File: src/rtl/pec_pkg.sv
// shared types and constants of the polygon ear clip triangulator
`default_nettype none
package pec_pkg;

   localparam int TAG_BITS = 16;

   typedef logic [2:0] xmode_type;

   // cross product operand selection: turn(x, y, z) = (y - x) x (z - x)
   localparam xmode_type XM_OBC = 3'd0;   // origin, b, c
   localparam xmode_type XM_ABC = 3'd1;
   localparam xmode_type XM_ABP = 3'd2;
   localparam xmode_type XM_BCP = 3'd3;
   localparam xmode_type XM_CAP = 3'd4;

endpackage
`default_nettype wire

File: src/rtl/pec_cross.sv
// two-stage exact cross product unit: differences, then products
`default_nettype none
module pec_cross #(
   parameter int COORD_BITS = 24,
   localparam int XW = 2 * COORD_BITS + 3
) (
   input  wire logic                         clock,
   input  wire pec_pkg::xmode_type           mode,
   input  wire logic signed [COORD_BITS-1:0] a_u,
   input  wire logic signed [COORD_BITS-1:0] a_v,
   input  wire logic signed [COORD_BITS-1:0] b_u,
   input  wire logic signed [COORD_BITS-1:0] b_v,
   input  wire logic signed [COORD_BITS-1:0] c_u,
   input  wire logic signed [COORD_BITS-1:0] c_v,
   input  wire logic signed [COORD_BITS-1:0] p_u,
   input  wire logic signed [COORD_BITS-1:0] p_v,
   output logic signed [XW-1:0]              res
);
   import pec_pkg::*;

   localparam int DW = COORD_BITS + 1;
   localparam int PW = 2 * COORD_BITS + 2;

   logic signed [COORD_BITS-1:0] x_u, x_v, y_u, y_v, z_u, z_v;
   logic signed [DW-1:0] d1u_ff, d1v_ff, d2u_ff, d2v_ff;
   logic signed [DW-1:0] d1u_in, d1v_in, d2u_in, d2v_in;
   logic signed [PW-1:0] prod1_ff, prod2_ff;

   always_comb begin
      x_u = a_u; x_v = a_v; y_u = b_u; y_v = b_v; z_u = c_u; z_v = c_v;
      case (mode)
         XM_OBC: begin
            x_u = '0; x_v = '0;
         end
         XM_ABC: begin
            z_u = c_u; z_v = c_v;
         end
         XM_ABP: begin
            z_u = p_u; z_v = p_v;
         end
         XM_BCP: begin
            x_u = b_u; x_v = b_v; y_u = c_u; y_v = c_v; z_u = p_u; z_v = p_v;
         end
         XM_CAP: begin
            x_u = c_u; x_v = c_v; y_u = a_u; y_v = a_v; z_u = p_u; z_v = p_v;
         end
         default: begin
            x_u = a_u; x_v = a_v;
         end
      endcase
      d1u_in = DW'(y_u) - DW'(x_u);
      d1v_in = DW'(y_v) - DW'(x_v);
      d2u_in = DW'(z_u) - DW'(x_u);
      d2v_in = DW'(z_v) - DW'(x_v);
   end

   always_ff @(posedge clock) begin
      d1u_ff   <= d1u_in;
      d1v_ff   <= d1v_in;
      d2u_ff   <= d2u_in;
      d2v_ff   <= d2v_in;
      prod1_ff <= d1u_ff * d2v_ff;
      prod2_ff <= d1v_ff * d2u_ff;
   end

   assign res = XW'(prod1_ff) - XW'(prod2_ff);

endmodule
`default_nettype wire

File: config.mk
export PLATFORM = sky130hd
export DESIGN_NAME = pec_cross
export DESIGN_NICKNAME = d
export VERILOG_FILES = /design/src/rtl/pec_pkg.sv /design/src/rtl/pec_cross.sv
export SDC_FILE = /design/constraint.sdc
export NUM_CORES = 2
export LEC_CHECK = 0
export ABC_AREA = 0
export BUFFER_PORTS_ARGS = -buffer_cell sky130_fd_sc_hd__buf_2
export CAP_MARGIN = 0
export CORE_ASPECT_RATIO = 0.5
export CORE_UTILIZATION = 43
export CTS_BUF_LIST = sky130_fd_sc_hd__clkbuf_8
export DETAILED_ROUTE_END_ITERATION = 10
export HOLD_SLACK_MARGIN = 0.1
export PLACE_DENSITY_LB_ADDON = 0.12
export REMOVE_ABC_BUFFERS = 1
export SLEW_MARGIN = 10
export SYNTH_ARGS = -nofsm -noshare
export SYNTH_HDL_FRONTEND = slang
export SYNTH_SLANG_ARGS = --single-unit
File: constraint.sdc
create_clock -name clock -period 7.7 [get_ports clock]
set_input_delay 1.155 -clock clock [delete_from_list [all_inputs] [get_ports clock]]
set_output_delay 1.155 -clock clock [all_outputs]
set_load 0.01 [all_outputs]
Yosys cells after proc, flatten, opt, wreduce, memory -nomap -nowiden
Index checks and enable logic that the tools add are counted.

Register bits: 200. Output and inout port bits: 51. Logic and storage cells: 24.

Add/subtract/negate cells: 5. Multiply operators: 2. Eq/ne operators: 3. Muxes and demuxes: 6. Reductions and logical operators: 2.

Operators by type and width (count): 24-bit case mux with 3 select lines (2); 25-bit by 25-bit multiplier with 50-bit output (2); 24-bit by 24-bit subtractor with 25-bit output (4); 24-bit case mux with 2 select lines (2); 50-bit by 50-bit subtractor with 51-bit output (1); 24-bit 2-to-1 mux (2); 3-bit by 2-bit == test with 1-bit output (second input constant) (2); 3-bit == test (second input constant) (1); 3-bit logical NOT (1); 3-bit OR reduction (1).

Longest topological paths before layout
Depth after elaboration: 4. Depth in mapped cells: 30.

Worst setup path before layout
Ideal clock, no wire load.

Kind: register -> register. Start point: register d2u_ff[4]. End point: register prod2_ff[47]. Library setup time: 119 ps. Data arrival time: 7072 ps. Data required time: 7581 ps. Slack: 510 ps. Cell stages (with the launch flop): 30. Period minus slack after synthesis: 7190 ps. Path through: dfxtp_1 clkbuf_1 clkbuf_1 nand2_1 fa_1 inv_1 fa_1 inv_1 fa_1 inv_1 fa_1 inv_1 fa_1 inv_1 fa_1 inv_1 fa_1 inv_1 ha_1 and2_1 o21bai_1 a211oi_2 and3_1 a211oi_1 or3_1 o311a_1 o31a_1 o21bai_1 a21oi_1 xnor2_1.

Cells in the longest elaborated chain, start to end: 1.

Ends and longest elaborated chain: start, declared (RTL line pec_cross.sv:25) `logic signed [DW-1:0] d1u_ff, d1v_ff, d2u_ff, d2v_ff;`; start signal, assigned (RTL line pec_cross.sv:60) `d2u_ff <= d2u_in;`; 25-bit by 25-bit multiplier with 50-bit output (RTL line pec_cross.sv:63) `prod2_ff <= d1v_ff * d2u_ff;`; end signal, assigned (RTL line pec_cross.sv:63); end, declared (RTL line pec_cross.sv:27) `logic signed [PW-1:0] prod1_ff, prod2_ff;`.

Every way passes these cells.

Final worst setup path
Start point: register d1v_ff[6]. End point: register prod2_ff[47].

Cells in the longest elaborated chain, start to end: 1.

Ends and longest elaborated chain: start, declared (RTL line pec_cross.sv:25); start signal, assigned (RTL line pec_cross.sv:59) `d1v_ff <= d1v_in;`; 25-bit by 25-bit multiplier with 50-bit output (RTL line pec_cross.sv:63).

Every way passes these cells.

==> reports/results.tsv <==
metric	value	unit
fin_hold_ws	956	ps
dr_total_vias	45400	
drtAntennaViolNets	0	
synth_area_per_cell	9.06	um2
grtUsageMet2	42.1	%
coreArea	0.135	mm2
cts_sinks	200	
final_cells	8538	
area_growth	8.73	%
timing.rr.end	prod2_ff[47]	
num_rows	95	
portBuffers	246	
drtPass1Iterations	8	
dpl.cell_count	8490	
hold_depth	1	
tightestPinTransition	1260	ps
crit_required	8180	ps
drt-total-wl	190000	um
wl_per_cell	22.2	um
end_kind	flop	
cts_made_buffers	17	
fin_tns_setup	0	ps
htreeDepth	4	
timing.fmax	0.135	GHz
ys.warnings.count	0	
mostFrequentLayoutCell	inv_1	
rsz0062_at_grt	no	
reg2reg_depth	25	
reg2reg_from	d1v_ff[6]	
mostFrequentLayoutCells	inv_1 (1359), fa_1 (1319), nand2_1 (868), and2_1 (615), ha_1 (428)	
r2r_setup_slack	280	ps
grtUsageTotal	28.1	%
grt_pass1_wl	296000	um
nNetsFinal	8664	
setup_viol	0	
place_congestion	0.987	
syn-instance-count	6498	
first_iter_violations	3847	
cts_tree	yes	
status	finished, final reports clean	
worstPathArrival	7900	ps
drive_gt1_share	10.2	%
final.setup_skew	49.4	ps
hold_violations	0	
grt_max_degree	68	
period_share	96.4	%
pin_count	247	
met1_usage	42.2	%
cts_buffer_depth	2	
dieArea	0.138	mm2
die_w	525	um
synth-edff-count	0	
synth_seq_area_share	6.80	%
drc	0	
whs_endpoint	prod2_ff[0]	
hpwl	161000	um
hp-start	d1v_ff[0]	
slew_violations	0	
relSlewSlack	15.2	%
grt_antenna_before_repair	22	
grt-busiest-layer	met1	
clk_latency	620	ps
ys_async_sr_fraction	0	%
synth_ff_type	dfxtp_1	
fp.dieH	264	um
worst_setup_path_start_kind	flop	
grt_pass1_vias	48200	
avgViaCountPerCell	5.32	
ys_types	84	
ys_seq_elements	200	
final_core_util	47.4	%
start_util	43.6	%
crit_fanout	11	
hp-class	reg -> reg	
cap_violations	0	
path_clk_slew	140	ps
fin_crit	7420	ps
cts_root_buffer	clkbuf_8	
met3_usage	4.00	%
path_class	reg -> reg	
grt-ovfl-total	0	
syn_area	0.0589	mm2
cell type report:
type | count | area [um2]
Antenna cell | 12 | 30.0
Clock buffer | 18 | 248
Clock inverter | 14 | 154
Fill cell | 12900 | 71000
Inverter | 1361 | 5110
Multi-Input combinational cell | 4659 | 48800
Sequential cell | 200 | 4060
Tap cell | 1794 | 2240
Timing Repair Buffer | 480 | 3380
metal layers:
| layer | share of wire (%) | wire, um |
|---|---|---|
| met4 | 2.7 | 5130 |
| met5 | 0 | 0 |
| met2 | 43 | 81700 |
| met3 | 6.8 | 12900 |
| met1 | 47 | 90200 |
state kept, by name (all words and copies together) (netlist names):
signal    count
d2v_ff       25
d2u_ff       25
d1u_ff       25
d1v_ff       25
prod2_ff     50
prod1_ff     50
stage by stage:
stage               worst slack [ps]  instance area [um2]
floorplan                       -816                57800
global placement                -113                63400
detailed placement              -165                63400
CTS                             6.19                63800
global route                    2.90                64000
finish                           278                64000
cell families (layout without fill, tap and decap cells):
family	count (synthesis)	after routing	share of synthesized area, %
compound gates	743	743	8.66
xor+xnor	227	227	3.38
fa+ha+maj	1749	1749	54.0
buf+inv	1639	1873	10.5
flops	200	200	6.80
mux	54	54	1.02
other cells	0	12	0
simple gates	1886	1886	15.7
cells in the mapped netlist (49+ instances only):
cell | instances | area, um2
dfxtp_1 | 200 | 4000
inv_1 | 1360 | 5100
nand2b_1 | 52 | 325
clkbuf_1 | 268 | 1010
a221oi_1 | 49 | 429
fa_1 | 1321 | 26400
a21o_1 | 75 | 563
xnor2_1 | 174 | 1520
nor2_1 | 147 | 552
ha_1 | 428 | 5360
xor2_1 | 53 | 464
and2_1 | 616 | 3850
o21ai_0 | 116 | 581
a21oi_1 | 182 | 911
nand2_1 | 869 | 3260
worst max-delay path, cell delays in order (launching register included):
cell	delay (ps)
dfxtp_1	560
buf_4	270
nand2_1	90
fa_1	500
inv_1	50
fa_1	490
inv_1	50
fa_1	540
inv_1	50
fa_1	600
fa_1	510
fa_1	530
inv_1	60
fa_1	470
inv_1	40
ha_1	320
nand3_1	140
a211oi_2	250
and3_1	180
a211oi_1	60
or3_1	430
o311a_1	370
o31a_1	340
o21bai_1	140
a21oi_1	100
xnor2_1	140
worst max-delay path by stage:
stage | start | end | slack [ps] | cells after the start
final | d1v_ff[6] | prod2_ff[47] | 280 | 25
after global routing | d1u_ff[12] | prod1_ff[47] | 3 | 25
after CTS | d2u_ff[10] | prod2_ff[43] | 6 | 25
after detailed placement | d1u_ff[10] | prod1_ff[48] | -170 | 25
after global placement | d1u_ff[10] | prod1_ff[48] | -110 | 25
after floorplan | mode[1] | d1u_ff[23] | -820 | 16
what timing repair did:
item	in CTS	in global routing
hold buffers	0	0
pin swaps	0	1
setup buffers	0	4
resized for setup	11	52
endpoints found under the setup margin	8	21
cloned	0	0
Power is left out: the tool's default activity adds up to more than one toggle a clock period on the data nets, which glitch-free logic cannot reach.
