==> src/rtl/pec_pkg.sv <==
// shared types and constants of the polygon ear clip triangulator
`default_nettype none
package pec_pkg;

   localparam int TAG_BITS = 16;

   typedef logic [2:0] xmode_type;

   // cross product operand selection: turn(x, y, z) = (y - x) x (z - x)
   localparam xmode_type XM_OBC = 3'd0;   // origin, b, c
   localparam xmode_type XM_ABC = 3'd1;
   localparam xmode_type XM_ABP = 3'd2;
   localparam xmode_type XM_BCP = 3'd3;
   localparam xmode_type XM_CAP = 3'd4;

endpackage
`default_nettype wire

==> src/rtl/pec_ctrl.sv <==
// sequencer: vertex loading, orientation, convexity, ear search, fan and emission
`default_nettype none
module pec_ctrl #(
   parameter int MAX_VERTICES = 64,
   parameter int COORD_BITS   = 24,
   localparam int IW = (MAX_VERTICES > 1) ? $clog2(MAX_VERTICES) : 1,
   localparam int XW = 2 * COORD_BITS + 3
) (
   input  wire logic                          clock,
   input  wire logic                          reset,
   input  wire logic                          req_valid,
   output logic                               req_stall,
   input  wire logic                          req_last_vertex,
   output logic                               rsp_valid,
   input  wire logic                          rsp_stall,
   output logic [pec_pkg::TAG_BITS-1:0]       rsp_corner_a,
   output logic [pec_pkg::TAG_BITS-1:0]       rsp_corner_b,
   output logic [pec_pkg::TAG_BITS-1:0]       rsp_corner_c,
   output logic                               rsp_last_triangle,
   output logic                               rsp_no_triangle,
   output logic                               rsp_overflow,
   output logic                               vwe,
   output logic [IW-1:0]                      vwaddr,
   output logic [IW-1:0]                      vraddr,
   input  wire logic signed [COORD_BITS-1:0]  vrd_u,
   input  wire logic signed [COORD_BITS-1:0]  vrd_v,
   input  wire logic [pec_pkg::TAG_BITS-1:0]  vrd_tag,
   output logic                               lwe,
   output logic [IW-1:0]                      lwaddr,
   output logic [IW-1:0]                      lwdata,
   output logic [IW-1:0]                      lraddr,
   input  wire logic [IW-1:0]                 lrd,
   output pec_pkg::xmode_type                 xmode,
   input  wire logic signed [XW-1:0]          xres,
   output logic signed [COORD_BITS-1:0]       a_u,
   output logic signed [COORD_BITS-1:0]       a_v,
   output logic signed [COORD_BITS-1:0]       b_u,
   output logic signed [COORD_BITS-1:0]       b_v,
   output logic signed [COORD_BITS-1:0]       c_u,
   output logic signed [COORD_BITS-1:0]       c_v,
   output logic signed [COORD_BITS-1:0]       p_u,
   output logic signed [COORD_BITS-1:0]       p_v
);
   import pec_pkg::*;

   localparam int CW = $clog2(MAX_VERTICES + 1);
   localparam int AW = 2 * COORD_BITS + CW + 2;

   localparam logic [4:0] ST_LOAD    = 5'd0;
   localparam logic [4:0] ST_START   = 5'd1;
   localparam logic [4:0] ST_SHORT   = 5'd2;
   localparam logic [4:0] ST_AR_LOOP = 5'd3;
   localparam logic [4:0] ST_AR_X    = 5'd4;
   localparam logic [4:0] ST_AR_ACC  = 5'd5;
   localparam logic [4:0] ST_AR_END  = 5'd6;
   localparam logic [4:0] ST_CV_A    = 5'd7;
   localparam logic [4:0] ST_CV_B    = 5'd8;
   localparam logic [4:0] ST_CV_C    = 5'd9;
   localparam logic [4:0] ST_CV_X    = 5'd10;
   localparam logic [4:0] ST_CV_T    = 5'd11;
   localparam logic [4:0] ST_EC_INIT = 5'd12;
   localparam logic [4:0] ST_EC_OUT  = 5'd13;
   localparam logic [4:0] ST_EC_A    = 5'd14;
   localparam logic [4:0] ST_EC_B    = 5'd15;
   localparam logic [4:0] ST_EC_C    = 5'd16;
   localparam logic [4:0] ST_EC_X    = 5'd17;
   localparam logic [4:0] ST_EC_T    = 5'd18;
   localparam logic [4:0] ST_EC_NEXT = 5'd19;
   localparam logic [4:0] ST_EC_O    = 5'd20;
   localparam logic [4:0] ST_EC_P0   = 5'd21;
   localparam logic [4:0] ST_EC_P1   = 5'd22;
   localparam logic [4:0] ST_EC_P2   = 5'd23;
   localparam logic [4:0] ST_EC_P3   = 5'd24;
   localparam logic [4:0] ST_EC_EMIT = 5'd25;
   localparam logic [4:0] ST_MV_R    = 5'd26;
   localparam logic [4:0] ST_MV_W    = 5'd27;
   localparam logic [4:0] ST_FN_A    = 5'd28;
   localparam logic [4:0] ST_FN_B    = 5'd29;
   localparam logic [4:0] ST_FN_C    = 5'd30;
   localparam logic [4:0] ST_FN_E    = 5'd31;

   // fetch and cross sub-sequences use a separate code space in their own two-bit register
   localparam logic [1:0] SUB_NONE = 2'd0;
   localparam logic [1:0] SUB_FD   = 2'd1;
   localparam logic [1:0] SUB_FL   = 2'd2;
   localparam logic [1:0] SUB_X    = 2'd3;

   localparam logic [1:0] SL_A = 2'd0;
   localparam logic [1:0] SL_B = 2'd1;
   localparam logic [1:0] SL_C = 2'd2;
   localparam logic [1:0] SL_P = 2'd3;

   logic [4:0]  state_ff, state_in;
   logic [1:0]  sub_ff, sub_in;
   logic        phase_ff, phase_in;
   logic [1:0]  fslot_ff, fslot_in;
   logic [IW-1:0] fidx_ff, fidx_in;
   logic [CW-1:0] count_ff, count_in;
   logic [CW-1:0] n_ff, n_in;
   logic [CW-1:0] i_ff, i_in;
   logic [CW-1:0] o_ff, o_in;
   logic [CW-1:0] k_ff, k_in;
   logic [CW-1:0] live_ff, live_in;
   logic        ovf_ff, ovf_in;
   logic        rev_ff, rev_in;
   logic        use_live_ff, use_live_in;
   logic        neg_ff, neg_in, pos_ff, pos_in;
   logic signed [AW-1:0] acc_ff, acc_in;
   xmode_type   xmode_ff, xmode_in;
   logic        rsp_valid_ff, rsp_valid_in;
   logic [TAG_BITS-1:0] ca_ff, ca_in, cb_ff, cb_in, cc_ff, cc_in;
   logic        last_ff, last_in, none_ff, none_in, rovf_ff, rovf_in;

   logic signed [COORD_BITS-1:0] au_ff, av_ff, bu_ff, bv_ff, cu_ff, cv_ff, pu_ff, pv_ff;
   logic signed [COORD_BITS-1:0] au_in, av_in, bu_in, bv_in, cu_in, cv_in, pu_in, pv_in;
   logic [TAG_BITS-1:0] at_ff, bt_ff, ct_ff, at_in, bt_in, ct_in;

   logic          call_en, call_live, xcall_en;
   logic [CW-1:0] call_idx;
   logic [1:0]    call_slot;
   logic [4:0]    call_ret;
   xmode_type     call_mode;
   logic [CW-1:0] map_src, map_out, cnt_next;
   logic [CW:0]   i_p2;
   logic [CW-1:0] ip, inx;
   logic          room, out_free, xneg, xpos, fneg, fpos;

   assign xneg = xres[XW-1];
   assign xpos = !xres[XW-1] && (xres != '0);
   assign room = count_ff < CW'(MAX_VERTICES);
   assign cnt_next = room ? count_ff + CW'(1) : count_ff;
   assign out_free = !rsp_valid_ff || !rsp_stall;
   assign ip  = (i_ff == '0) ? live_ff - CW'(1) : i_ff - CW'(1);
   assign inx = (i_ff + CW'(1) == live_ff) ? '0 : i_ff + CW'(1);
   assign i_p2 = {1'b0, i_ff} + (CW+1)'(2);
   assign map_out = rev_ff ? (n_ff - CW'(1) - map_src) : map_src;
   assign fneg = neg_ff || xneg;
   assign fpos = pos_ff || xpos;

   always_comb begin
      state_in = state_ff; sub_in = sub_ff; phase_in = phase_ff;
      fslot_in = fslot_ff; fidx_in = fidx_ff;
      count_in = count_ff; n_in = n_ff; i_in = i_ff; o_in = o_ff; k_in = k_ff;
      live_in = live_ff; ovf_in = ovf_ff; rev_in = rev_ff; use_live_in = use_live_ff;
      neg_in = neg_ff; pos_in = pos_ff; acc_in = acc_ff; xmode_in = xmode_ff;
      rsp_valid_in = rsp_valid_ff;
      ca_in = ca_ff; cb_in = cb_ff; cc_in = cc_ff;
      last_in = last_ff; none_in = none_ff; rovf_in = rovf_ff;
      au_in = au_ff; av_in = av_ff; at_in = at_ff;
      bu_in = bu_ff; bv_in = bv_ff; bt_in = bt_ff;
      cu_in = cu_ff; cv_in = cv_ff; ct_in = ct_ff;
      pu_in = pu_ff; pv_in = pv_ff;
      call_en = 1'b0; call_live = 1'b0; xcall_en = 1'b0;
      call_idx = '0; call_slot = SL_A; call_ret = state_ff; call_mode = XM_ABC;
      map_src = '0;
      vwe = 1'b0; vwaddr = count_ff[IW-1:0]; vraddr = '0;
      lwe = 1'b0; lwaddr = '0; lwdata = '0; lraddr = '0;
      req_stall = (state_ff != ST_LOAD) || (sub_ff != SUB_NONE);

      if (rsp_valid_ff && !rsp_stall) begin
         rsp_valid_in = 1'b0;
      end

      if (sub_ff != SUB_NONE) begin
         // shared fetch / cross sub-sequence, returns to state_ff
         case (sub_ff)
            SUB_FD: begin
               if (!phase_ff) begin
                  map_src = {{(CW-IW){1'b0}}, fidx_ff};
                  vraddr = map_out[IW-1:0];
                  phase_in = 1'b1;
               end else begin
                  sub_in = SUB_NONE;
                  phase_in = 1'b0;
               end
            end
            SUB_FL: begin
               if (!phase_ff) begin
                  lraddr = fidx_ff;
                  phase_in = 1'b1;
               end else begin
                  map_src = {{(CW-IW){1'b0}}, lrd};
                  vraddr = map_out[IW-1:0];
                  sub_in = SUB_FD;
               end
            end
            SUB_X: begin
               if (!phase_ff) begin
                  phase_in = 1'b1;
               end else begin
                  sub_in = SUB_NONE;
                  phase_in = 1'b0;
               end
            end
            default: begin
               sub_in = SUB_NONE;
            end
         endcase
         // capture of fetched vertex on the last fetch cycle
         if (sub_ff == SUB_FD && phase_ff) begin
            case (fslot_ff)
               SL_A: begin
                  au_in = vrd_u; av_in = vrd_v; at_in = vrd_tag;
               end
               SL_B: begin
                  bu_in = vrd_u; bv_in = vrd_v; bt_in = vrd_tag;
               end
               SL_C: begin
                  cu_in = vrd_u; cv_in = vrd_v; ct_in = vrd_tag;
               end
               default: begin
                  pu_in = vrd_u; pv_in = vrd_v;
               end
            endcase
         end
      end else begin
         case (state_ff)
            ST_LOAD: begin
               if (req_valid) begin
                  vwe = room;
                  count_in = cnt_next;
                  if (!room) begin
                     ovf_in = 1'b1;
                  end
                  if (req_last_vertex) begin
                     n_in = cnt_next;
                     state_in = ST_START;
                  end
               end
            end
            ST_START: begin
               rev_in = 1'b0;
               acc_in = '0;
               i_in = '0;
               if (n_ff < CW'(3)) begin
                  state_in = ST_SHORT;
               end else begin
                  call_en = 1'b1; call_idx = '0; call_slot = SL_C; call_ret = ST_AR_LOOP;
               end
            end
            ST_SHORT: begin
               if (out_free) begin
                  rsp_valid_in = 1'b1;
                  ca_in = '0; cb_in = '0; cc_in = '0;
                  last_in = 1'b1; none_in = 1'b1; rovf_in = ovf_ff;
                  count_in = '0; ovf_in = 1'b0;
                  state_in = ST_LOAD;
               end
            end
            ST_AR_LOOP: begin
               bu_in = cu_ff; bv_in = cv_ff; bt_in = ct_ff;
               call_en = 1'b1; call_slot = SL_C; call_ret = ST_AR_X;
               call_idx = (i_ff + CW'(1) == n_ff) ? '0 : i_ff + CW'(1);
            end
            ST_AR_X: begin
               xcall_en = 1'b1; call_mode = XM_OBC; call_ret = ST_AR_ACC;
            end
            ST_AR_ACC: begin
               acc_in = acc_ff + AW'(xres);
               if (i_ff + CW'(1) == n_ff) begin
                  state_in = ST_AR_END;
               end else begin
                  i_in = i_ff + CW'(1);
                  state_in = ST_AR_LOOP;
               end
            end
            ST_AR_END: begin
               rev_in = acc_ff[AW-1];
               neg_in = 1'b0; pos_in = 1'b0;
               i_in = '0;
               if (n_ff == CW'(3)) begin
                  live_in = n_ff; use_live_in = 1'b0; i_in = CW'(1);
                  state_in = ST_FN_A;
               end else begin
                  state_in = ST_CV_A;
               end
            end
            ST_CV_A: begin
               call_en = 1'b1; call_idx = i_ff; call_slot = SL_A; call_ret = ST_CV_B;
            end
            ST_CV_B: begin
               call_en = 1'b1; call_slot = SL_B; call_ret = ST_CV_C;
               call_idx = (i_ff + CW'(1) == n_ff) ? '0 : i_ff + CW'(1);
            end
            ST_CV_C: begin
               call_en = 1'b1; call_slot = SL_C; call_ret = ST_CV_X;
               call_idx = (i_p2 >= {1'b0, n_ff}) ? CW'(i_p2 - {1'b0, n_ff}) : CW'(i_p2);
            end
            ST_CV_X: begin
               xcall_en = 1'b1; call_mode = XM_ABC; call_ret = ST_CV_T;
            end
            ST_CV_T: begin
               neg_in = fneg; pos_in = fpos;
               if (i_ff + CW'(1) == n_ff) begin
                  if (!(fneg && fpos)) begin
                     live_in = n_ff; use_live_in = 1'b0; i_in = CW'(1);
                     state_in = ST_FN_A;
                  end else begin
                     i_in = '0;
                     state_in = ST_EC_INIT;
                  end
               end else begin
                  i_in = i_ff + CW'(1);
                  state_in = ST_CV_A;
               end
            end
            ST_EC_INIT: begin
               lwe = 1'b1; lwaddr = i_ff[IW-1:0]; lwdata = i_ff[IW-1:0];
               if (i_ff + CW'(1) == n_ff) begin
                  live_in = n_ff; use_live_in = 1'b1;
                  state_in = ST_EC_OUT;
               end else begin
                  i_in = i_ff + CW'(1);
               end
            end
            ST_EC_OUT: begin
               if (live_ff <= CW'(3)) begin
                  i_in = CW'(1);
                  state_in = ST_FN_A;
               end else begin
                  i_in = '0;
                  state_in = ST_EC_A;
               end
            end
            ST_EC_A: begin
               call_en = 1'b1; call_live = 1'b1; call_idx = ip;
               call_slot = SL_A; call_ret = ST_EC_B;
            end
            ST_EC_B: begin
               call_en = 1'b1; call_live = 1'b1; call_idx = i_ff;
               call_slot = SL_B; call_ret = ST_EC_C;
            end
            ST_EC_C: begin
               call_en = 1'b1; call_live = 1'b1; call_idx = inx;
               call_slot = SL_C; call_ret = ST_EC_X;
            end
            ST_EC_X: begin
               xcall_en = 1'b1; call_mode = XM_ABC; call_ret = ST_EC_T;
            end
            ST_EC_T: begin
               if (!xpos) begin
                  state_in = ST_EC_NEXT;
               end else begin
                  o_in = '0;
                  state_in = ST_EC_O;
               end
            end
            ST_EC_NEXT: begin
               if (i_ff + CW'(1) == live_ff) begin
                  i_in = CW'(1);
                  state_in = ST_FN_A;
               end else begin
                  i_in = i_ff + CW'(1);
                  state_in = ST_EC_A;
               end
            end
            ST_EC_O: begin
               if (o_ff == live_ff) begin
                  state_in = ST_EC_EMIT;
               end else if (o_ff == i_ff || o_ff == ip || o_ff == inx) begin
                  o_in = o_ff + CW'(1);
               end else begin
                  call_en = 1'b1; call_live = 1'b1; call_idx = o_ff;
                  call_slot = SL_P; call_ret = ST_EC_P0;
               end
            end
            ST_EC_P0: begin
               neg_in = 1'b0; pos_in = 1'b0;
               xcall_en = 1'b1; call_mode = XM_ABP; call_ret = ST_EC_P1;
            end
            ST_EC_P1: begin
               neg_in = fneg; pos_in = fpos;
               xcall_en = 1'b1; call_mode = XM_BCP; call_ret = ST_EC_P2;
            end
            ST_EC_P2: begin
               neg_in = fneg; pos_in = fpos;
               xcall_en = 1'b1; call_mode = XM_CAP; call_ret = ST_EC_P3;
            end
            ST_EC_P3: begin
               if (!(fneg && fpos)) begin
                  state_in = ST_EC_NEXT;
               end else begin
                  o_in = o_ff + CW'(1);
                  state_in = ST_EC_O;
               end
            end
            ST_EC_EMIT: begin
               if (out_free) begin
                  rsp_valid_in = 1'b1;
                  ca_in = at_ff; cb_in = bt_ff; cc_in = ct_ff;
                  last_in = 1'b0; none_in = 1'b0; rovf_in = ovf_ff;
                  k_in = i_ff;
                  state_in = ST_MV_R;
               end
            end
            ST_MV_R: begin
               if (k_ff + CW'(1) == live_ff) begin
                  live_in = live_ff - CW'(1);
                  state_in = ST_EC_OUT;
               end else begin
                  lraddr = IW'(k_ff + CW'(1));
                  state_in = ST_MV_W;
               end
            end
            ST_MV_W: begin
               lwe = 1'b1; lwaddr = k_ff[IW-1:0]; lwdata = lrd;
               k_in = k_ff + CW'(1);
               state_in = ST_MV_R;
            end
            ST_FN_A: begin
               call_en = 1'b1; call_live = use_live_ff; call_idx = '0;
               call_slot = SL_A; call_ret = ST_FN_B;
            end
            ST_FN_B: begin
               call_en = 1'b1; call_live = use_live_ff; call_idx = i_ff;
               call_slot = SL_B; call_ret = ST_FN_C;
            end
            ST_FN_C: begin
               call_en = 1'b1; call_live = use_live_ff; call_idx = i_ff + CW'(1);
               call_slot = SL_C; call_ret = ST_FN_E;
            end
            ST_FN_E: begin
               if (out_free) begin
                  rsp_valid_in = 1'b1;
                  ca_in = at_ff; cb_in = bt_ff; cc_in = ct_ff;
                  none_in = 1'b0; rovf_in = ovf_ff;
                  last_in = (i_p2 == {1'b0, live_ff});
                  if (i_p2 == {1'b0, live_ff}) begin
                     count_in = '0; ovf_in = 1'b0;
                     state_in = ST_LOAD;
                  end else begin
                     i_in = i_ff + CW'(1);
                     state_in = ST_FN_A;
                  end
               end
            end
            default: begin
               state_in = ST_LOAD;
            end
         endcase

         if (call_en) begin
            fidx_in = call_idx[IW-1:0];
            fslot_in = call_slot;
            state_in = call_ret;
            sub_in = call_live ? SUB_FL : SUB_FD;
            phase_in = 1'b0;
         end
         if (xcall_en) begin
            xmode_in = call_mode;
            state_in = call_ret;
            sub_in = SUB_X;
            phase_in = 1'b0;
         end
      end
   end

   always_ff @(posedge clock) begin
      if (reset) begin
         state_ff     <= ST_LOAD;
         sub_ff       <= SUB_NONE;
         phase_ff     <= 1'b0;
         count_ff     <= '0;
         ovf_ff       <= 1'b0;
         rsp_valid_ff <= 1'b0;
      end else begin
         state_ff     <= state_in;
         sub_ff       <= sub_in;
         phase_ff     <= phase_in;
         count_ff     <= count_in;
         ovf_ff       <= ovf_in;
         rsp_valid_ff <= rsp_valid_in;
      end
   end

   always_ff @(posedge clock) begin
      fslot_ff <= fslot_in; fidx_ff <= fidx_in;
      n_ff <= n_in; i_ff <= i_in; o_ff <= o_in; k_ff <= k_in; live_ff <= live_in;
      rev_ff <= rev_in; use_live_ff <= use_live_in;
      neg_ff <= neg_in; pos_ff <= pos_in; acc_ff <= acc_in; xmode_ff <= xmode_in;
      ca_ff <= ca_in; cb_ff <= cb_in; cc_ff <= cc_in;
      last_ff <= last_in; none_ff <= none_in; rovf_ff <= rovf_in;
      au_ff <= au_in; av_ff <= av_in; at_ff <= at_in;
      bu_ff <= bu_in; bv_ff <= bv_in; bt_ff <= bt_in;
      cu_ff <= cu_in; cv_ff <= cv_in; ct_ff <= ct_in;
      pu_ff <= pu_in; pv_ff <= pv_in;
   end

   assign rsp_valid         = rsp_valid_ff;
   assign rsp_corner_a      = ca_ff;
   assign rsp_corner_b      = cb_ff;
   assign rsp_corner_c      = cc_ff;
   assign rsp_last_triangle = last_ff;
   assign rsp_no_triangle   = none_ff;
   assign rsp_overflow      = rovf_ff;
   assign xmode = xmode_ff;
   assign a_u = au_ff; assign a_v = av_ff;
   assign b_u = bu_ff; assign b_v = bv_ff;
   assign c_u = cu_ff; assign c_v = cv_ff;
   assign p_u = pu_ff; assign p_v = pv_ff;

endmodule
`default_nettype wire

==> config.mk <==
export PLATFORM = sky130hd
export DESIGN_NAME = pec_ctrl
export DESIGN_NICKNAME = d
export VERILOG_FILES = /design/src/rtl/pec_pkg.sv /design/src/rtl/pec_ctrl.sv
export SDC_FILE = /design/constraint.sdc
export NUM_CORES = 1
export LEC_CHECK = 0
export BUFFER_PORTS_ARGS = -buffer_cell sky130_fd_sc_hd__buf_2
export CAP_MARGIN = 5
export CORE_UTILIZATION = 56
export DETAILED_ROUTE_END_ITERATION = 8
export HOLD_SLACK_MARGIN = 0.02
export PLACE_DENSITY = 0.85
export SYNTH_ARGS = -nofsm -noshare
export SYNTH_HDL_FRONTEND = slang
export SYNTH_SLANG_ARGS = --single-unit
==> constraint.sdc <==
create_clock -name clock -period 11.4 [get_ports clock]
set_input_delay 0.57 -clock clock [delete_from_list [all_inputs] [get_ports clock]]
set_output_delay 0.57 -clock clock [all_outputs]
set_load 0.005 [all_outputs]
# ---- Word-level counts from Yosys, hierarchy flattened
# Cells that the tools add are included.
dict set report op_classes {
  addsub 11
  n_mul 0
  div 0
  n_lt_le_gt_ge 4
  eq_ne 76
  n_shift 0
  muxes 151
  bitwise 2
  n_reduce_logical 72
}
# operator n
set op_table {}
lappend op_table {{$mux 24} 8}
lappend op_table {{$mux 7} 22}
lappend op_table {{$mux 16} 8}
lappend op_table {{$pmux 57 s2} 1}
lappend op_table {{$mux 6} 18}
lappend op_table {{$mux 5} 20}
lappend op_table {{$pmux 16 s2} 3}
lappend op_table {{$pmux 5 s18} 1}
lappend op_table {{$eq 5x5->1 const B} 16}
lappend op_table {{$pmux 5 s16} 1}
lappend op_table {{$add 57x51->57} 1}
lappend op_table {{$reduce_bool 51->1} 1}
lappend op_table {{$eq 7x7->1} 7}
lappend op_table {{$pmux 7 s7} 1}
lappend op_table {{$pmux 6 s2} 4}
lappend op_table {{$pmux 6 s7} 1}
lappend op_table {{$pmux 7 s3} 2}
lappend op_table {{$eq 5x4->1 const B} 8}
lappend op_table {{$mux 1} 34}
lappend op_table {{$ne 2x2->1 const B} 17}
lappend op_table {{$ne 4x4->1 const B} 8}
lappend op_table {{$add 7x1->7 const B} 4}
lappend op_table {{$pmux 7 s4} 1}
lappend op_table {{$reduce_and 3->1} 7}
lappend op_table {{other kinds (50)} 122}
dict set report totals {
  regBits 415
  latchBits 0
  ram_bits 0
  romBits 0
  in_bits 126
  out_inout_bits 280
  wordCells 352
  mem_count 0
}

# ---- Logic depth before layout (Yosys ltp)
# Gate-level depths: netlist of run 1.
dict set report depth {
  word_depth 13
  depth_mapped 17
  depth_no_buf 16
}

# ---- Worst setup path before layout of run 1
# OpenSTA, ideal clock, no wires.
dict set report synth_timing {
  path_kind {register to register}
  from {reg sub_ff[0]}
  to {reg au_ff[0] (netlist: a_u[0]), enable pin}
  setup_ns 0.643
  arrival_time_ns 7.239
  required_ns 10.757
  slack_ns 3.517
  path_stages_with_launch 6
  n_path_buf 2
  synth_period_minus_slack_ns 7.883
  cell_sequence {dfxtp_1 inv_1 ha_1 clkbuf_1 buf_1 nor4_1}
}
dict set report synth_via {
  elab_chain_len 3
  word_cells_on_any_way 4
  classes_between {eq/ne: 1; reduce/logical: 3}
}
# element line
set synth_lines {}
lappend synth_lines {{start: declaration} pec_ctrl.sv:94} ;# logic [1:0] sub_ff, sub_in;
lappend synth_lines {{start signal: assignment} pec_ctrl.sv:468} ;# sub_ff <= sub_in;
lappend synth_lines {{$eq 2x1->1} pec_ctrl.sv:200} ;# if (sub_ff == SUB_FD && phase_ff) begin
lappend synth_lines {{$logic_and 1x1->1} pec_ctrl.sv:200}
lappend synth_lines {{$reduce_and 3->1 (no source line) *} n/a}
lappend synth_lines {{end signal: assignment} pec_ctrl.sv:483} ;# au_ff <= au_in; av_ff <= av_in; at_ff <= at_in;
lappend synth_lines {{end: declaration} pec_ctrl.sv:114} ;# logic signed [COORD_BITS-1:0] au_ff, av_ff, bu_ff, bv_ff, cu_ff, cv_ff, pu_ff, pv_ff;
# Every way passes the cells marked *; elsewhere a longest branch is shown, timed or not.
# A chain may end at the register's enable or synchronous reset.

# ---- Worst setup path after layout of run 1
dict set report layout_timing {
  from {reg i_ff[2]}
  to {reg fidx_ff[3], data pin}
}
dict set report layout_via {
  elab_chain_len 8
  word_cells_on_any_way 20
  classes_between {add/sub: 4; order compare: 1; eq/ne: 5; mux: 7; reduce/logical: 3}
}
# element line
set layout_lines {}
lappend layout_lines {{start: declaration} pec_ctrl.sv:100} ;# logic [CW-1:0] i_ff, i_in;
lappend layout_lines {{start signal: assignment} pec_ctrl.sv:478} ;# n_ff <= n_in; i_ff <= i_in; o_ff <= o_in; k_ff <= k_in; live_ff <= live_in;
lappend layout_lines {{$add 7x1->7, or another cell as far along} {pec_ctrl.sv:134, pec_ctrl.sv:253, pec_ctrl.sv:283}}
lappend layout_lines {{$eq 7x7->1 / $mux 7 (equally long branches)} {pec_ctrl.sv:134, pec_ctrl.sv:133}}
lappend layout_lines {{$mux 7 / $eq 7x7->1 (equally long branches)} {pec_ctrl.sv:134, pec_ctrl.sv:360}}
lappend layout_lines {{$eq 7x7->1 / $logic_or 1x1->1 (equally long branches)} pec_ctrl.sv:360} ;# end else if (o_ff == i_ff || o_ff == ip || o_ff == inx) begin
lappend layout_lines {{$logic_or 1x1->1} pec_ctrl.sv:360}
lappend layout_lines {{$mux 6} pec_ctrl.sv:360}
lappend layout_lines {{$mux 6} pec_ctrl.sv:358} ;# if (o_ff == live_ff) begin
lappend layout_lines {{$pmux 6 s7 *} pec_ctrl.sv:217} ;# case (state_ff)
lappend layout_lines {{end signal: assignment} pec_ctrl.sv:477} ;# fslot_ff <= fslot_in; fidx_ff <= fidx_in;
lappend layout_lines {{end: declaration} pec_ctrl.sv:97} ;# logic [IW-1:0] fidx_ff, fidx_in;
# Marks and branches as above.

==> impl_metrics.json, run 1 <==
{
  "outcome": "finished, final reports clean",
  "grt_max_degree": 65,
  "max_stage_delay_ps": 920,
  "startpoint_type": "flip-flop",
  "grt_pass1_vias": 16500,
  "fin_nets": 2455,
  "timing_hold_violations_final": 0,
  "synth_top_area_cell": "edfxtp_1",
  "io_pins": 406,
  "end_kind": "flip-flop",
  "initial_core_util_pct": 57.2,
  "hold_ws_ps": 207,
  "finish.utilization_pct": 67.4,
  "cellLeakagePower_nw": 9.82,
  "cp_num_buf_inv": 0,
  "final.min_clock_period_ps": 4670,
  "power_mw": 5.13,
  "hp-class": "in -> reg",
  "synth.avg_cell_area_um2": 11.6,
  "critPathArrivalTime_ps": 4960,
  "path_depth": 11,
  "powerDensity_mw_per_mm2": 201,
  "first_pass_iters": 6,
  "finalSetupTns_ps": 0,
  "whs_path_depth": 1,
  "crit_path_cell_trace": "ha_1 -> xor2_1 -> ha_1 -> a21oi_1 -> a21boi_0 -> o21ai_0 -> nand2b_1 -> a211oi_1 -> mux2_2 -> a221oi_1 -> o221ai_1",
  "critPathTopFamily": "compound AO/OA/AOI/OAI gates",
  "drt_iter0_markers": 1637,
  "postCtsHoldBufs": 0,
  "area_growth_pct": 17.7,
  "ys_warn_count": 0,
  "slowest_stage": "a211oi_1",
  "core_mm2": 0.0379,
  "cts_buffers": 44,
  "maxCapViolCount": 0,
  "cts_tree": "done",
  "final-setup-viol-count": 0,
  "clk_pin_slew_ps": 60,
  "dieArea_mm2": 0.0395,
  "synth_flop_cell": "edfxtp_1",
  "vdd_drop_max_v": 0.000145,
  "routed_wl_um": 62900,
  "critical_path_class": "reg -> reg",
  "grt_pass1_wl_um": 93400,
  "grt_overflow": 0,
  "r2r_cells": 11,
  "worstPathMaxFanout": 18,
  "dp_hpwl_um": 44000,
  "ys_ff_latch": 415,
  "antenna_left": 0,
  "tightest_slew_ps": 1130,
  "synth_edf_count": 398,
  "cpMostUsedCell": "ha_1",
  "post-route-period-util_pct": 41.0,
  "yosysSeqAreaShare_pct": 56.6,
  "post-place-ws_ps": 6810,
  "yosysMostFrequentCell": "edfxtp_1",
  "die_x_um": 199,
  "syn_area_mm2": 0.0217,
  "cts-root-buf": "clkbuf_16",
  "synthArstFlopShare_pct": 0,
  "rsz0062_at_grt": "no",
  "rows": 71,
  "cts_resized": 0,
  "synth_area_leaders": "edfxtp_1 (55%), ha_1 (4.7%), mux2_2 (3.8%), xnor2_1 (3.3%), nor2_1 (2.9%)",
  "antenna_found_initial": 5,
  "clk_latency_ps": 580,
  "syn_nets": 2085,
  "synth_top_area_share_pct": 55.1,
  "grt.total_usage_pct": 31.0,
  "synth_cell_types": 82,
  "drc": 0,
  "worstPathRequired_ps": 11680,
  "fin_skew_ps": 17.8,
  "avgRoutedWirePerCell_um": 22.5,
  "drive_gt1_share_pct": 25.6,
  "fmax_mhz": 214,
  "post_cts_buffers": 0,
  "htree_levels": 2,
  "gp_congestion": 1.01,
  "via_per_inst": 6.09,
  "fp.dieH_um": 199,
  "io_buffers": 405,
  "vias": 17000,
  "clock_sinks": 415,
  "cts_buffer_depth": 3,
  "finalMaxSlewViolations": 0,
  "fin_ws_ps": 6730,
  "postSynthCellCount": 1875,
  "synth_commonest_cells": "edfxtp_1 (398), nor2_1 (167), nand2_1 (152)",
  "timing.slew.headroom_pct": 24.3
}
==> area by class of cell <==
type / instances / area [um2]
Fill cell: 2799 / 12400
Sequential cell: 415 / 12300
Multi-Input combinational cell: 1311 / 8880
Timing Repair Buffer: 423 / 2160
Clock buffer: 62 / 1230
Tap cell: 511 / 639
Inverter: 50 / 188
Clock inverter: 18 / 150
Antenna cell: 4 / 10.0
==> sequential cells by signal, indices dropped and copies added, names as in the netlist, 7 cells and up <==
name	flops
a_u	24
a_v	24
acc_ff	57
at_ff	16
b_u	24
b_v	24
bt_ff	16
c_u	24
c_v	24
count_ff	7
ct_ff	16
i_ff	7
k_ff	7
live_ff	7
n_ff	7
o_ff	7
p_u	24
p_v	24
rsp_corner_a	16
rsp_corner_b	16
rsp_corner_c	16
==> per-stage QoR <==
step,instance area (um2),cells
6_report,25600,2794
5_1_grt,25600,2794
4_1_cts,25500,2790
3_5_place_dp,24200,2710
3_3_place_gp,24200,2710
2_1_floorplan,21700,1875
==> routing by layer <==
metal | up-vias | wire (um) | track usage (%) | part of all wire (%)
li1 | 7735 | - | - | -
met1 | 8230 | 24700 | 39.3 | 39
met2 | 892 | 30800 | 52.0 | 49
met3 | 164 | 5070 | 6.19 | 8.1
met4 | 0 | 2270 | 12.8 | 3.6
met5 | - | 0 | 0 | 0
==> worst paths after layout <==
check	slack, ps	startpoint	endpoint
worst max register to register	6730	i_ff[2]	fidx_ff[3]
worst max-delay path	6730	i_ff[2]	fidx_ff[3]
worst min register to register	460	ovf_ff	rsp_overflow
worst min-delay path	210	vrd_tag[13]	ct_ff[13]
==> cell usage in the layout, fill, tap and decap left out, drive strengths merged, types with 16 or more instances in the layout <==
cell      n
clkbuf   62
xor2     44
edfxtp  398
nand4    25
a21o     44
ha       81
nor3     41
o21ai    78
nor2b    69
mux2     73
xnor2    82
nor4     21
a21boi   19
nor2    167
inv      52
dfxtp    17
and3     22
nand2   152
a21oi   119
nand3    38
or3      16
buf     423
==> power breakdown <==
group | internal, mW | leakage (nW) | total [mW] | switching [mW]
Sequential | 1.89 | 3.75 | 2.00 | 0.113
Combinational | 0.691 | 5.38 | 1.74 | 1.05
Clock | 0.782 | 0.679 | 1.39 | 0.605
Total | 3.36 | 9.82 | 5.13 | 1.76
==> logic make-up (layout without fill, tap and decap cells) <==
logic type      count (synthesis)  in the layout  synth area share, %
compound gates                403            403                 12.1
xor+xnor                      129            129                 5.40
fa+ha+maj                      84             84                 4.95
buf+inv                       149            553                 2.77
flops                         415            415                 56.6
mux                            84             84                 4.30
other cells                     0              4                    0
simple gates                  611            611                 13.9
No activity file was read; power rests on OpenSTA's default activity.
==> inputs of run 2 (changes only) <==
--- a/config.mk
+++ b/config.mk
@@ -7,10 +7,10 @@
 export LEC_CHECK = 0
 export BUFFER_PORTS_ARGS = -buffer_cell sky130_fd_sc_hd__buf_2
 export CAP_MARGIN = 5
-export CORE_UTILIZATION = 56
+export CORE_UTILIZATION = 51
 export DETAILED_ROUTE_END_ITERATION = 8
 export HOLD_SLACK_MARGIN = 0.02
-export PLACE_DENSITY = 0.85
+export PLACE_DENSITY = 0.82
 export SYNTH_ARGS = -nofsm -noshare
 export SYNTH_HDL_FRONTEND = slang
 export SYNTH_SLANG_ARGS = --single-unit
==> constraint.sdc (replaced) <==
create_clock -name clock -period 3.82 [get_ports clock]
set_input_delay 0.191 -clock clock [delete_from_list [all_inputs] [get_ports clock]]
set_output_delay 0.191 -clock clock [all_outputs]
set_load 0.005 [all_outputs]
==> run 2 against run 1 <==
  * Sequential share of layout area is 2.3 points lower
  * Largest power group unchanged
  * Critical path type unchanged
  * Total power grew to 3.1 times the previous value
  * Clock power grew to 3.2 times the previous value
  * Fmax is 27% higher
  * Critical endpoint is now state_ff[0]
  * Die area is 9.7% higher
  * Combinational power grew to 3.2 times the previous value
==> impl_metrics.json, run 2 (synthesized netlist as in run 1, its figures left out) <==
{
  "outcome": "finished, final reports clean",
  "dieArea_mm2": 0.0434,
  "largest_reg_flops": 57,
  "finalSetupTns_ps": 0,
  "vdd_drop_max_v": 0.000696,
  "worstPathMaxFanout": 16,
  "clk_latency_ps": 600,
  "clk_pin_slew_ps": 60,
  "rsz0062_at_grt": "no",
  "fin_skew_ps": 21.5,
  "grt_pass1_vias": 17300,
  "dp_cells": 2781,
  "drt_iter0_markers": 1996,
  "hold_ws_ps": 91.2,
  "vias": 17500,
  "clock_sinks": 415,
  "dp_hpwl_um": 45300,
  "fin_cells": 2930,
  "grt_max_degree": 103,
  "initial_core_util_pct": 51.7,
  "cts-root-buf": "clkbuf_16",
  "timing.slew.headroom_pct": 34.3,
  "drc": 0,
  "gp_congestion": 0.991,
  "fin_nets": 2564,
  "final.min_clock_period_ps": 3670,
  "fin_ws_ps": 146,
  "drive_gt1_share_pct": 27.0,
  "antenna_left": 0,
  "worstPathRequired_ps": 4270,
  "cts_buffers": 44,
  "fp.dieH_um": 208,
  "startpoint_type": "flip-flop",
  "power_mw": 16.0,
  "die_x_um": 208,
  "fin_area_mm2": 0.0268,
  "grt.total_usage_pct": 29.7,
  "cts_tree": "done",
  "core_mm2": 0.0419,
  "via_per_inst": 5.97,
  "area_growth_pct": 23.5,
  "finalMaxSlewViolations": 0,
  "antenna_found_initial": 3,
  "end_kind": "flip-flop",
  "final-setup-viol-count": 0,
  "io_pins": 406,
  "tightest_slew_ps": 978,
  "avgRoutedWirePerCell_um": 22.3,
  "powerDensity_mw_per_mm2": 596,
  "post_dp_cell_area_mm2": 0.0246,
  "grt_pass1_wl_um": 99900,
  "io_buffers": 405,
  "post-place-ws_ps": 243,
  "first_pass_iters": 6,
  "nFillCells": 3107,
  "grt_overflow": 0,
  "fmax_mhz": 272,
  "top_register": "acc_ff",
  "cts_buffer_depth": 3,
  "timing_hold_violations_final": 0,
  "critical_path_class": "reg -> reg",
  "final_cell_mix": "buf_2 (405), edfxtp_1 (398), nor2_1 (163), nand2_1 (152), a21oi_1 (115)",
  "rows": 75,
  "critPathArrivalTime_ps": 4120,
  "post-route-period-util_pct": 96.2,
  "maxCapViolCount": 0,
  "layout_commonest_cell": "buf_2",
  "routed_wl_um": 65300,
  "finish.utilization_pct": 63.9,
  "hp-class": "in -> reg",
  "htree_levels": 2,
  "cellLeakagePower_nw": 10.4
}
## run 2: changes by cell type in the layout (fill, tap and decap cells not counted), moves of 4 or more
cell	before	now
buf_12	0	5
buf_4	18	56
bufinv_16	1	5
clkbuf_1	13	8
dlygate4sd3_1	0	66
## run 2: worst max-delay path, stage by stage, from the launching register on
cell       delay (ps)
edfxtp_1          630
nor3_1            510
nand2_1           310
nor3_1            410
o21ai_0           160
a2111oi_1         470
a21oi_2           170
nand3b_4          230
nand2_1           110
a2111oi_0         420
a211oi_1          130
## run 2: worst paths after layout
check | start | endpoint | slack [ps] | cells past startpoint
setup / recovery | i_ff[6] | state_ff[0] | 150 | 10
hold / removal | xres[50] | neg_ff | 90 | 3
setup reg to reg | i_ff[6] | state_ff[0] | 150 | 10
hold reg to reg | ovf_ff | rsp_overflow | 460 | 0
## run 2: power by group
part / switching [mW] / internal, mW
sequential: 0.344 / 5.64
combinational: 3.21 / 2.27
clock: 1.90 / 2.60
## run 2: per-layer routing
layer / routed length, um / global-route usage, % / part of all wire (%) / up-vias
li1: - / - / - / 7940
met1: 25500 / 38.8 / 39 / 8408
met2: 31500 / 48.9 / 48 / 972
met3: 5860 / 5.31 / 9.0 / 166
met4: 2470 / 11.9 / 3.8 / 0
met5: 0 / 0 / 0 / -
## run 2: cell type report
type / instances / area (um2) / area share [%]
flip-flops and latches: 415 / 12300 / 45.8
multi-input cells: 1311 / 8920 / 33.3
repair buffers: 532 / 3210 / 12.0
clock buffers: 57 / 1200 / 4.48
well taps: 539 / 674 / 2.52
clock inverters: 25 / 324 / 1.21
inverters: 50 / 188 / 0.700
diodes: 1 / 2.50 / 0.00933
## run 2: timing repair
item | in CTS | in global routing
setup buffers | 0 | 0
resized for setup | 3 | 10
setup endpoints to repair | 1 | 4
hold endpoints to repair | 248 | 0
pin swaps | 0 | 1
hold buffers | 66 | 0
